`src/design/ritpj_pkg.sv`:
```
`timescale 1ns / 1ps

package ritpj_pkg;

	// Sample and field widths.
	localparam int unsigned SAMPLE_W     = 16;
	localparam int unsigned ROW_SIDE_N   = 4;
	localparam int unsigned ROW_N        = 2 * ROW_SIDE_N + 1;
	localparam int unsigned COL_N        = 5;
	localparam int unsigned CFG_INDEX_W  = 3;
	localparam int unsigned CFG_DATA_W   = 16;

	// Threshold arithmetic constants.
	localparam logic [SAMPLE_W-1:0] INVALID_DIFF = 16'hFFFF;
	localparam int unsigned ADJ_SHIFT  = 12;
	// A ratio shifted left by 4 and a product shifted right by 7 net a right shift by 3.
	localparam int unsigned NEAR_SHIFT = 3;
	localparam logic [4:0]  NEAR_MIN   = 5'd2;
	localparam logic [4:0]  NEAR_MAX   = 5'd20;
	localparam logic [3:0]  VER_MIN    = 4'd3;
	localparam logic [2:0]  ZERO_MAX   = 3'd3;

	// Configuration register indexes.
	typedef enum logic [CFG_INDEX_W-1:0] {
		REG_ADJ_RATIO_Q12        = 3'd0,
		REG_DIFF_UPPER_LIMIT     = 3'd1,
		REG_NEAR_COUNT_LIMIT_COL = 3'd2,
		REG_NEAR_COUNT_LIMIT_ROW = 3'd3,
		REG_RANGE_CUTOFF         = 3'd4,
		REG_NEAR_RATIO           = 3'd5,
		REG_SLOPE_LIMIT          = 3'd6
	} cfg_index_t;

	// Current register contents as seen by the datapath.
	typedef struct packed {
		logic [15:0] adj_ratio_q12;
		logic [15:0] diff_upper_limit;
		logic [2:0]  near_count_limit_col;
		logic [3:0]  near_count_limit_row;
		logic [15:0] range_cutoff;
		logic [11:0] near_ratio;
		logic [14:0] slope_limit;
	} cfg_t;

	// Absolute difference of two samples.
	function automatic logic [SAMPLE_W-1:0] abs_diff(
		input logic [SAMPLE_W-1:0] a,
		input logic [SAMPLE_W-1:0] b
	);
		return (a > b) ? (a - b) : (b - a);
	endfunction

	// Distance to the center; an invalid sample reads as the largest difference.
	function automatic logic [SAMPLE_W-1:0] center_diff(
		input logic [SAMPLE_W-1:0] x,
		input logic [SAMPLE_W-1:0] c
	);
		return (x == '0) ? INVALID_DIFF : abs_diff(x, c);
	endfunction

endpackage

```
`src/design/ritpj_cfg_regs.sv`:
```
`timescale 1ns / 1ps

module ritpj_cfg_regs
	import ritpj_pkg::*;
(
	input  logic                   clk,
	input  logic                   arst_n,
	input  logic                   wr_en,
	input  logic [CFG_INDEX_W-1:0] wr_index,
	input  logic [CFG_DATA_W-1:0]  wr_data,
	output cfg_t                   cfg
);

	cfg_t cfg_q;

	// Decode a write beat; an index beyond the list leaves every register alone.
	always_ff @(posedge clk or negedge arst_n) begin
		if (!arst_n) begin
			cfg_q <= '0;
		end else if (wr_en) begin
			unique case (cfg_index_t'(wr_index))
				REG_ADJ_RATIO_Q12:        cfg_q.adj_ratio_q12        <= wr_data;
				REG_DIFF_UPPER_LIMIT:     cfg_q.diff_upper_limit     <= wr_data;
				REG_NEAR_COUNT_LIMIT_COL: cfg_q.near_count_limit_col <= wr_data[2:0];
				REG_NEAR_COUNT_LIMIT_ROW: cfg_q.near_count_limit_row <= wr_data[3:0];
				REG_RANGE_CUTOFF:         cfg_q.range_cutoff         <= wr_data;
				REG_NEAR_RATIO:           cfg_q.near_ratio           <= wr_data[11:0];
				REG_SLOPE_LIMIT:          cfg_q.slope_limit          <= wr_data[14:0];
				default: ;
			endcase
		end
	end

	assign cfg = cfg_q;

endmodule

```
`src/design/range_image_trail_point_judge_unit.sv`:
```
`timescale 1ns / 1ps

// Trail point judge for one range-image pixel per beat.
// Input channel: drive the center distance, the five column samples and the eight
// row samples around the center together with start; a beat is taken at every
// rising edge where start is high and busy is low. busy stays low, so a new pixel
// may be offered in every cycle.
// Result channel: trail_mark appears with done high for exactly one cycle once its
// beat has passed stages s1, s2 and s3, in input order. The receiver cannot hold
// a result off, and none is needed: the three-stage pipeline never stalls.
// Throughput is one pixel per cycle; the stages are multiply, then threshold and
// mean, then count and combine.
// Configuration: cfg_valid/cfg_ready with cfg_index and cfg_data. cfg_ready is
// always high. Write registers only while no pixel is in flight.
// Reset clears the configuration registers and the valid and mark flags to zero
// and empties the pipeline; no result is produced for a beat caught in it at reset.
module range_image_trail_point_judge_unit
	import ritpj_pkg::*;
(
	input  logic                   clk,
	input  logic                   arst_n,
	input  logic                   start,
	output logic                   busy,
	input  logic [15:0]            col_far_above,
	input  logic [15:0]            col_near_above,
	input  logic [15:0]            center_distance,
	input  logic [15:0]            col_near_below,
	input  logic [15:0]            col_far_below,
	input  logic [63:0]            row_left_four,
	input  logic [63:0]            row_right_four,
	output logic                   done,
	output logic                   trail_mark,
	input  logic                   cfg_valid,
	output logic                   cfg_ready,
	input  logic [CFG_INDEX_W-1:0] cfg_index,
	input  logic [CFG_DATA_W-1:0]  cfg_data
);

	cfg_t cfg;
	logic accept;

	// Register file.
	ritpj_cfg_regs u_cfg_regs (
		.clk      (clk),
		.arst_n   (arst_n),
		.wr_en    (cfg_valid && cfg_ready),
		.wr_index (cfg_index),
		.wr_data  (cfg_data),
		.cfg      (cfg)
	);

	assign cfg_ready = 1'b1;
	assign busy      = 1'b0;
	assign accept    = start && !busy;

	// ---------------- Stage 1: products, differences, center distances ----------
	logic [SAMPLE_W-1:0] col [COL_N];
	logic [SAMPLE_W-1:0] row [ROW_N];
	logic [SAMPLE_W-1:0] adjd_c [COL_N-1];
	logic [16:0]         d2_c [COL_N-2];
	logic [27:0]         p_near_c;
	logic [31:0]         p_adj_c;

	always_comb begin
		logic signed [16:0] d [COL_N-1];
		logic signed [17:0] t;
		col[0] = col_far_above;
		col[1] = col_near_above;
		col[2] = center_distance;
		col[3] = col_near_below;
		col[4] = col_far_below;
		for (int i = 0; i < ROW_SIDE_N; i++) begin
			row[i]              = row_left_four[i*SAMPLE_W +: SAMPLE_W];
			row[ROW_SIDE_N+1+i] = row_right_four[i*SAMPLE_W +: SAMPLE_W];
		end
		row[ROW_SIDE_N] = center_distance;
		// Adjacent steps along the column, plain and signed.
		for (int i = 0; i < COL_N - 1; i++) begin
			adjd_c[i] = abs_diff(col[i+1], col[i]);
			d[i] = $signed({1'b0, col[i+1]}) - $signed({1'b0, col[i]});
		end
		// Second differences.
		for (int i = 0; i < COL_N - 2; i++) begin
			t = 18'(d[i+1]) - 18'(d[i]);
			d2_c[i] = t[17] ? 17'(-t) : t[16:0];
		end
		p_near_c = 28'(center_distance) * 28'(cfg.near_ratio);
		p_adj_c  = 32'(center_distance) * 32'(cfg.adj_ratio_q12);
	end

	logic                vld_s1;
	logic                pt_ok_s1;
	logic [27:0]         p_near_s1;
	logic [31:0]         p_adj_s1;
	logic [SAMPLE_W-1:0] adjd_s1 [COL_N-1];
	logic [16:0]         d2_s1 [COL_N-2];
	logic [SAMPLE_W-1:0] dcc_s1 [COL_N];
	logic [COL_N-1:0]    colz_s1;
	logic [SAMPLE_W-1:0] dcr_s1 [ROW_N];

	always_ff @(posedge clk or negedge arst_n) begin
		if (!arst_n) begin
			vld_s1 <= 1'b0;
		end else begin
			vld_s1 <= accept;
		end
	end

	always_ff @(posedge clk) begin
		pt_ok_s1  <= (center_distance != '0) && (center_distance < cfg.range_cutoff);
		p_near_s1 <= p_near_c;
		p_adj_s1  <= p_adj_c;
		adjd_s1   <= adjd_c;
		d2_s1     <= d2_c;
		for (int i = 0; i < COL_N; i++) begin
			dcc_s1[i]  <= center_diff(col[i], center_distance);
			colz_s1[i] <= (col[i] == '0);
		end
		for (int i = 0; i < ROW_N; i++) begin
			dcr_s1[i] <= center_diff(row[i], center_distance);
		end
	end

	// ---------------- Stage 2: thresholds, weighted mean, wall test ------------
	logic [4:0]  nearth_c;
	logic [19:0] adj_c;
	logic [16:0] mean_c;
	logic        zeros_ok_c;
	logic        wall_or_ver_c;

	always_comb begin
		logic [24:0] near_raw;
		logic [19:0] adj_raw;
		logic [18:0] wsum;
		logic [2:0]  zeros;
		logic [18:0] d2_sum;
		logic [15:0] slope2;
		logic [3:0]  ver_cnt;
		logic        wall;
		near_raw = p_near_s1[27:NEAR_SHIFT];
		if (near_raw < 25'(NEAR_MIN)) begin
			nearth_c = NEAR_MIN;
		end else if (near_raw > 25'(NEAR_MAX)) begin
			nearth_c = NEAR_MAX;
		end else begin
			nearth_c = near_raw[4:0];
		end
		adj_raw = p_adj_s1[31:ADJ_SHIFT];
		adj_c   = (adj_raw == '0) ? 20'd1 : adj_raw;
		// Weights 1,2,0,2,1; an invalid sample weighs nothing.
		wsum = (colz_s1[0] ? 19'd0 : 19'(dcc_s1[0]))
			+ (colz_s1[1] ? 19'd0 : {2'b0, dcc_s1[1], 1'b0})
			+ (colz_s1[3] ? 19'd0 : {2'b0, dcc_s1[3], 1'b0})
			+ (colz_s1[4] ? 19'd0 : 19'(dcc_s1[4]));
		mean_c = wsum[18:2];
		zeros = 3'(colz_s1[0]) + 3'(colz_s1[1]) + 3'(colz_s1[2])
			+ 3'(colz_s1[3]) + 3'(colz_s1[4]);
		zeros_ok_c = (zeros <= ZERO_MAX);
		d2_sum = 19'(d2_s1[0]) + 19'(d2_s1[1]) + 19'(d2_s1[2]);
		wall = (d2_sum > 19'(cfg.slope_limit)) && (d2_s1[0] > 17'(cfg.slope_limit));
		// Row samples close to the center under twice the slope limit.
		slope2  = {cfg.slope_limit, 1'b0};
		ver_cnt = '0;
		for (int i = 0; i < ROW_N; i++) begin
			ver_cnt = ver_cnt + 4'(dcr_s1[i] < slope2);
		end
		wall_or_ver_c = wall || (ver_cnt < VER_MIN);
	end

	logic                vld_s2;
	logic                pt_ok_s2;
	logic [4:0]          nearth_s2;
	logic [19:0]         adj_s2;
	logic [16:0]         mean_s2;
	logic                zeros_ok_s2;
	logic                wall_or_ver_s2;
	logic [SAMPLE_W-1:0] dc1_s2;
	logic [SAMPLE_W-1:0] dc3_s2;
	logic [SAMPLE_W-1:0] adjd_s2 [COL_N-1];
	logic [SAMPLE_W-1:0] dcr_s2 [ROW_N];

	always_ff @(posedge clk or negedge arst_n) begin
		if (!arst_n) begin
			vld_s2 <= 1'b0;
		end else begin
			vld_s2 <= vld_s1;
		end
	end

	always_ff @(posedge clk) begin
		pt_ok_s2       <= pt_ok_s1;
		nearth_s2      <= nearth_c;
		adj_s2         <= adj_c;
		mean_s2        <= mean_c;
		zeros_ok_s2    <= zeros_ok_c;
		wall_or_ver_s2 <= wall_or_ver_c;
		dc1_s2         <= dcc_s1[1];
		dc3_s2         <= dcc_s1[3];
		adjd_s2        <= adjd_s1;
		dcr_s2         <= dcr_s1;
	end

	// ---------------- Stage 3: neighbor counts and the final decision ----------
	logic mark_c;

	always_comb begin
		logic [2:0] near_h;
		logic [3:0] near_v;
		logic [2:0] big_steps;
		logic       con1;
		logic       con2;
		logic       hor;
		near_h    = '0;
		big_steps = '0;
		for (int i = 0; i < COL_N - 1; i++) begin
			near_h    = near_h + 3'(adjd_s2[i] < 16'(nearth_s2));
			big_steps = big_steps + 3'(20'(adjd_s2[i]) > adj_s2);
		end
		near_v = '0;
		for (int i = 0; i < ROW_N; i++) begin
			near_v = near_v + 4'(dcr_s2[i] < 16'(nearth_s2));
		end
		con1 = ((20'(dc1_s2) > adj_s2) && (dc1_s2 < cfg.diff_upper_limit)
			&& (20'(dc3_s2) > adj_s2) && (dc3_s2 < cfg.diff_upper_limit))
			|| (big_steps == 3'(COL_N - 1));
		con2 = (20'(mean_s2) > adj_s2) && (mean_s2 < 17'(cfg.diff_upper_limit));
		hor  = zeros_ok_s2 && (con1 || con2);
		mark_c = pt_ok_s2 && (near_h < cfg.near_count_limit_col) && hor
			&& (near_v < cfg.near_count_limit_row) && wall_or_ver_s2;
	end

	logic vld_s3;
	logic mark_s3;

	always_ff @(posedge clk or negedge arst_n) begin
		if (!arst_n) begin
			vld_s3  <= 1'b0;
			mark_s3 <= 1'b0;
		end else begin
			vld_s3  <= vld_s2;
			mark_s3 <= vld_s2 && mark_c;
		end
	end

	assign done       = vld_s3;
	assign trail_mark = mark_s3;

	// ---------------- Checks ----------------
	// Every accepted beat yields a result at the end of the pipeline.
	assert property (@(posedge clk) disable iff (!arst_n) accept |-> ##3 done)
		else $error("accepted beat produced no result");

	// No result appears without a matching beat taken at the pipeline input.
	assert property (@(posedge clk) disable iff (!arst_n)
		done |-> $past(accept, 3))
		else $error("result without an accepted beat");

	// The mark is only raised together with the result strobe.
	assert property (@(posedge clk) disable iff (!arst_n) trail_mark |-> done)
		else $error("trail mark outside a result beat");

endmodule
```
`config.mk`:
```
export PLATFORM = sky130hd
export DESIGN_NAME = range_image_trail_point_judge_unit
export DESIGN_NICKNAME = d
export VERILOG_FILES = /design/src/design/ritpj_pkg.sv /design/src/design/ritpj_cfg_regs.sv /design/src/design/range_image_trail_point_judge_unit.sv
export SDC_FILE = /design/constraint.sdc
export NUM_CORES = 2
export LEC_CHECK = 0
export ABC_AREA = 1
export BUFFER_PORTS_ARGS = -buffer_cell sky130_fd_sc_hd__buf_2
export CORE_MARGIN = 3
export CORE_UTILIZATION = 44
export DETAILED_ROUTE_END_ITERATION = 7
export PLACE_DENSITY = 0.59
export SLEW_MARGIN = 20
export SYNTH_ARGS = -nofsm -noshare
export SYNTH_HDL_FRONTEND = slang
export SYNTH_SLANG_ARGS = --single-unit
```
`constraint.sdc`:
```
create_clock -name clk -period 7.7 [get_ports clk]
set_input_delay 0.77 -clock clk [delete_from_list [all_inputs] [get_ports clk]]
set_output_delay 0.77 -clock clk [all_outputs]
set_load 0.01 [all_outputs]
```
==> results.sh <==
export IMPL_status="completed"
export IMPL_vias=66900
export IMPL_cellPowerDensity_nw_per_um2=415
export IMPL_hpwl_um=224000
export IMPL_leakagePower_nw=42.1
export IMPL_crit_chain="inv_1, ha_1, o21ai_0, nand2_1, a21o_1, a21oi_1, o2111ai_1, fa_1, fa_1, inv_1, fa_1, inv_1, fa_1, fa_1, inv_1, ha_1, a21boi_0, o21a_1, o21ai_0, nand4_1, nor2_1"
export IMPL_clock_path_buffers=3
export IMPL_routed_wl_um=277000
export IMPL_core_area_um2=164000
export IMPL_htreeDepth=3
export IMPL_ys_flop_type="dfxtp_1"
export IMPL_period_share_pct=81.1
export IMPL_pin_count=235
export IMPL_dpl_instance_area_um2=76000
export IMPL_finalNetCount=11700
export IMPL_syn_area_per_cell_um2=7.38
export IMPL_drive_gt1_share_pct=6.00
export IMPL_async_flop_share_pct=12.0
export IMPL_skew_ps=38.4
export IMPL_syn_area_um2=73000
export IMPL_setup_viol_count_final=0
export IMPL_yosysWarnings=0
export IMPL_wl_met1_um=122000
export IMPL_cp_required_ps=8290
export IMPL_timing_fmax_mhz=160
export IMPL_antenna_left=0
export IMPL_cpMostUsedCell="fa_1"
export IMPL_max_stage_delay_ps=630
export IMPL_initial_core_util_pct=44.6
export IMPL_min_period_ps=6240
export IMPL_port_buffers=232
export IMPL_tns_ps=0
export IMPL_cts_tree="built"
export IMPL_worstPathArrival_ps=6840
export IMPL_synth_nets=11600
export IMPL_grt_usage_pct=31.7
export IMPL_crit_family="adder cells"
export IMPL_maxSlewHeadroom_pct=22.6
export IMPL_critPathLaunchType="flop"
export IMPL_grt_max_degree=65
export IMPL_grt_pass1_vias=64900
export IMPL_critPathBufInv=4
export IMPL_path_clk_slew_ps=60
export IMPL_antenna_found_initial=25
export IMPL_maxCapViolCount=0
export IMPL_netlist_instances=9889
export IMPL_crit_path_end_kind="flop"
export IMPL_ir_drop_mv=0.576
export IMPL_routed_wl_met2_um=122000
export IMPL_wl_met3_um=20700
export IMPL_post_drt_wl_per_cell_um=22.6
export IMPL_die_y_um=413
export IMPL_ctsResizeCount=0
export IMPL_vias_per_cell=5.47
export IMPL_yosysUniqueCellTypes=77
export IMPL_dieArea_um2=171000
export IMPL_synth_edff_count=0
export IMPL_top_layer_used="met5"
export IMPL_drv_slew=0
export IMPL_worst_slew_pin_slew_ps=1160
export IMPL_grt_pass1_wl_um=407000
export IMPL_drtPass1Iterations=8
export IMPL_grt_ovfl_total=0
export IMPL_placementRows=148
export IMPL_cts_sinks=715
export IMPL_die_w_um=413
export IMPL_cts_root_buf="clkbuf_16"
export IMPL_area_delta_synth_final_pct=8.14
export IMPL_routabilityCongestion=0.993
export IMPL_fin_area_um2=78900
export IMPL_ys_ff_latch=715
export IMPL_cts_inserted_buffers=84
export IMPL_clock_latency_ps=700
export IMPL_hp_class="primary input to flop"
export IMPL_grt_setup_unrepaired="no"
export IMPL_drt_initial_drc_count=5702
export IMPL_drc=0
export IMPL_crit_slowest_cell="fa_1"
export IMPL_yosysSeqAreaShare_pct=20.2
export IMPL_crit_fanout=5
export IMPL_path_class="flop to flop"
export IMPL_finalHoldViolCount=0
-- routing by layer --
layer / up-vias / GRT usage [%]
met5: - / 0
met4: 2 / 12.2
met3: 441 / 4.73
met2: 2470 / 50.2
met1: 32100 / 43.5
li1: 31800 / -
-- worst paths after layout --
kind | endpoint | slack, ps | start | depth (start not counted)
worst min register to register | adjd_s2[60] | 330 | adjd_s1[60] | 0
worst max register to register | trail_mark | 1460 | nearth_s2[1] | 21
worst max-delay path | trail_mark | 1460 | nearth_s2[1] | 21
max in group asynchronous | u_cfg_regs.cfg[22] | 5960 | arst_n | 3
worst min-delay path | vld_s1 | 180 | start | 1
min in group asynchronous | u_cfg_regs.cfg[62] | 540 | arst_n | 2
-- synthesized netlist by cell type (20+ instances only) --
master,n,area share [%]
nand2_1,2241,12
inv_1,1685,8.7
ha_1,1083,19
dfxtp_1,629,17
a21oi_1,604,4.1
nor2_1,543,2.8
fa_1,426,12
o21ai_0,420,2.9
nand3_1,400,2.7
xor2_1,382,4.6
clkbuf_1,168,0.86
nand4_1,110,0.94
nor4_1,106,0.91
nor3_1,90,0.62
xnor2_1,87,1.0
dfrtp_1,86,2.9
o211ai_1,83,0.85
o21ai_1,79,0.54
a21o_1,77,0.79
buf_2,71,0.49
o21bai_1,58,0.60
a31oi_1,52,0.45
clkbuf_2,51,0.35
nand2_2,40,0.34
o2111ai_1,35,0.42
inv_2,26,0.13
o21ai_2,24,0.29
o21a_1,23,0.24
a211oi_1,20,0.21
buf_4,20,0.21
-- stage by stage --
step / total power, mW / setup slack, ps / util [%] / std cells / hold slack, ps
2_1_floorplan: 22.0 / 1610 / - / 9889 / 310
3_3_place_gp: 28.0 / 867 / 46.4 / 12100 / 312
3_5_place_dp: 28.3 / 916 / 46.4 / 12100 / 312
4_1_cts: 32.7 / 1530 / 48.2 / 12200 / 135
5_1_grt: 36.1 / 1170 / 48.2 / 12200 / 161
6_report: 32.7 / 1460 / 48.2 / 12200 / 183
-- cell families (layout without fill, tap and decap cells) --
logic type	Yosys count	after routing	share of synthesized area (%)
adders and majority gates	1509	1509	30.3
and+or+nand+nor	3596	3596	20.6
buffers and inverters	2039	2181	10.9
DFF	715	715	20.2
xor gates and xnor gates	471	471	5.67
other	2	15	0.0103
AOI/OAI and AO/OA	1557	1557	12.4
-- worst reg2reg max path, stage by stage, from the launching register on --
cell	delay [ps]
dfxtp_1	300
inv_1	470
ha_1	360
o21ai_0	70
nand2_1	70
a21o_1	150
a21oi_1	160
o2111ai_1	380
fa_1	630
fa_1	550
inv_1	60
fa_1	530
inv_1	50
fa_1	450
fa_1	490
inv_1	40
ha_1	250
a21boi_0	130
o21a_1	180
o21ai_0	470
nand4_1	220
nor2_1	140
-- state kept, by name, summed over array words and instances, names as in the netlist, 5 cells and up --
signal and flops:
d2_s1 51, dcr_s2 129, nearth_s2 5, u_cfg_regs.cfg 82
colz_s1 5, adj_s2 20, dc3_s2 16, mean_s2 17
p_adj_s1 20, dc1_s2 16, dcc_s1 64, adjd_s1 64
p_near_s1 25, dcr_s1 129, adjd_s2 64
-- area by class of cell --
class	count	area [um2]
Antenna cell	13	32.5
Clock buffer	113	2360
Clock inverter	42	526
Fill cell	16700	84800
Inverter	1711	6420
Multi-Input combinational cell	7135	50300
Sequential cell	715	14700
Tap cell	2175	2720
Timing Repair Buffer	315	1790
-- placed cells by master (no fill, tap or decap), types with 40 or more instances in the layout --
cell type	count
inv_1	1681
nand4_1	110
a31oi_1	52
dfxtp_1	629
nand2_2	40
nand2_1	2241
dfrtp_1	86
buf_2	230
fa_1	426
xor2_1	382
xnor2_1	87
o211ai_1	83
nand3_1	400
ha_1	1083
o21bai_1	58
a21oi_1	604
nor2_1	543
o21ai_0	420
nor4_1	105
buf_4	84
clkbuf_16	87
nor3_1	90
a21o_1	77
o21ai_1	79
-- power by group --
part           internal [mW]  leakage, nW  switching (mW)
Clock                   2.45         1.40            1.75
Sequential              5.02         6.38           0.910
Combinational           8.20         34.3            14.4
-- what timing repair did --
| action | 4_1_cts | 5_1_grt |
|---|---|---|
| setup endpoints to repair | 0 | 0 |
| hold buffers | 1 | 0 |
| hold endpoints to repair | 22 | 0 |
| buffers inserted | 0 | 0 |
Power figures use the tool's default switching activity.
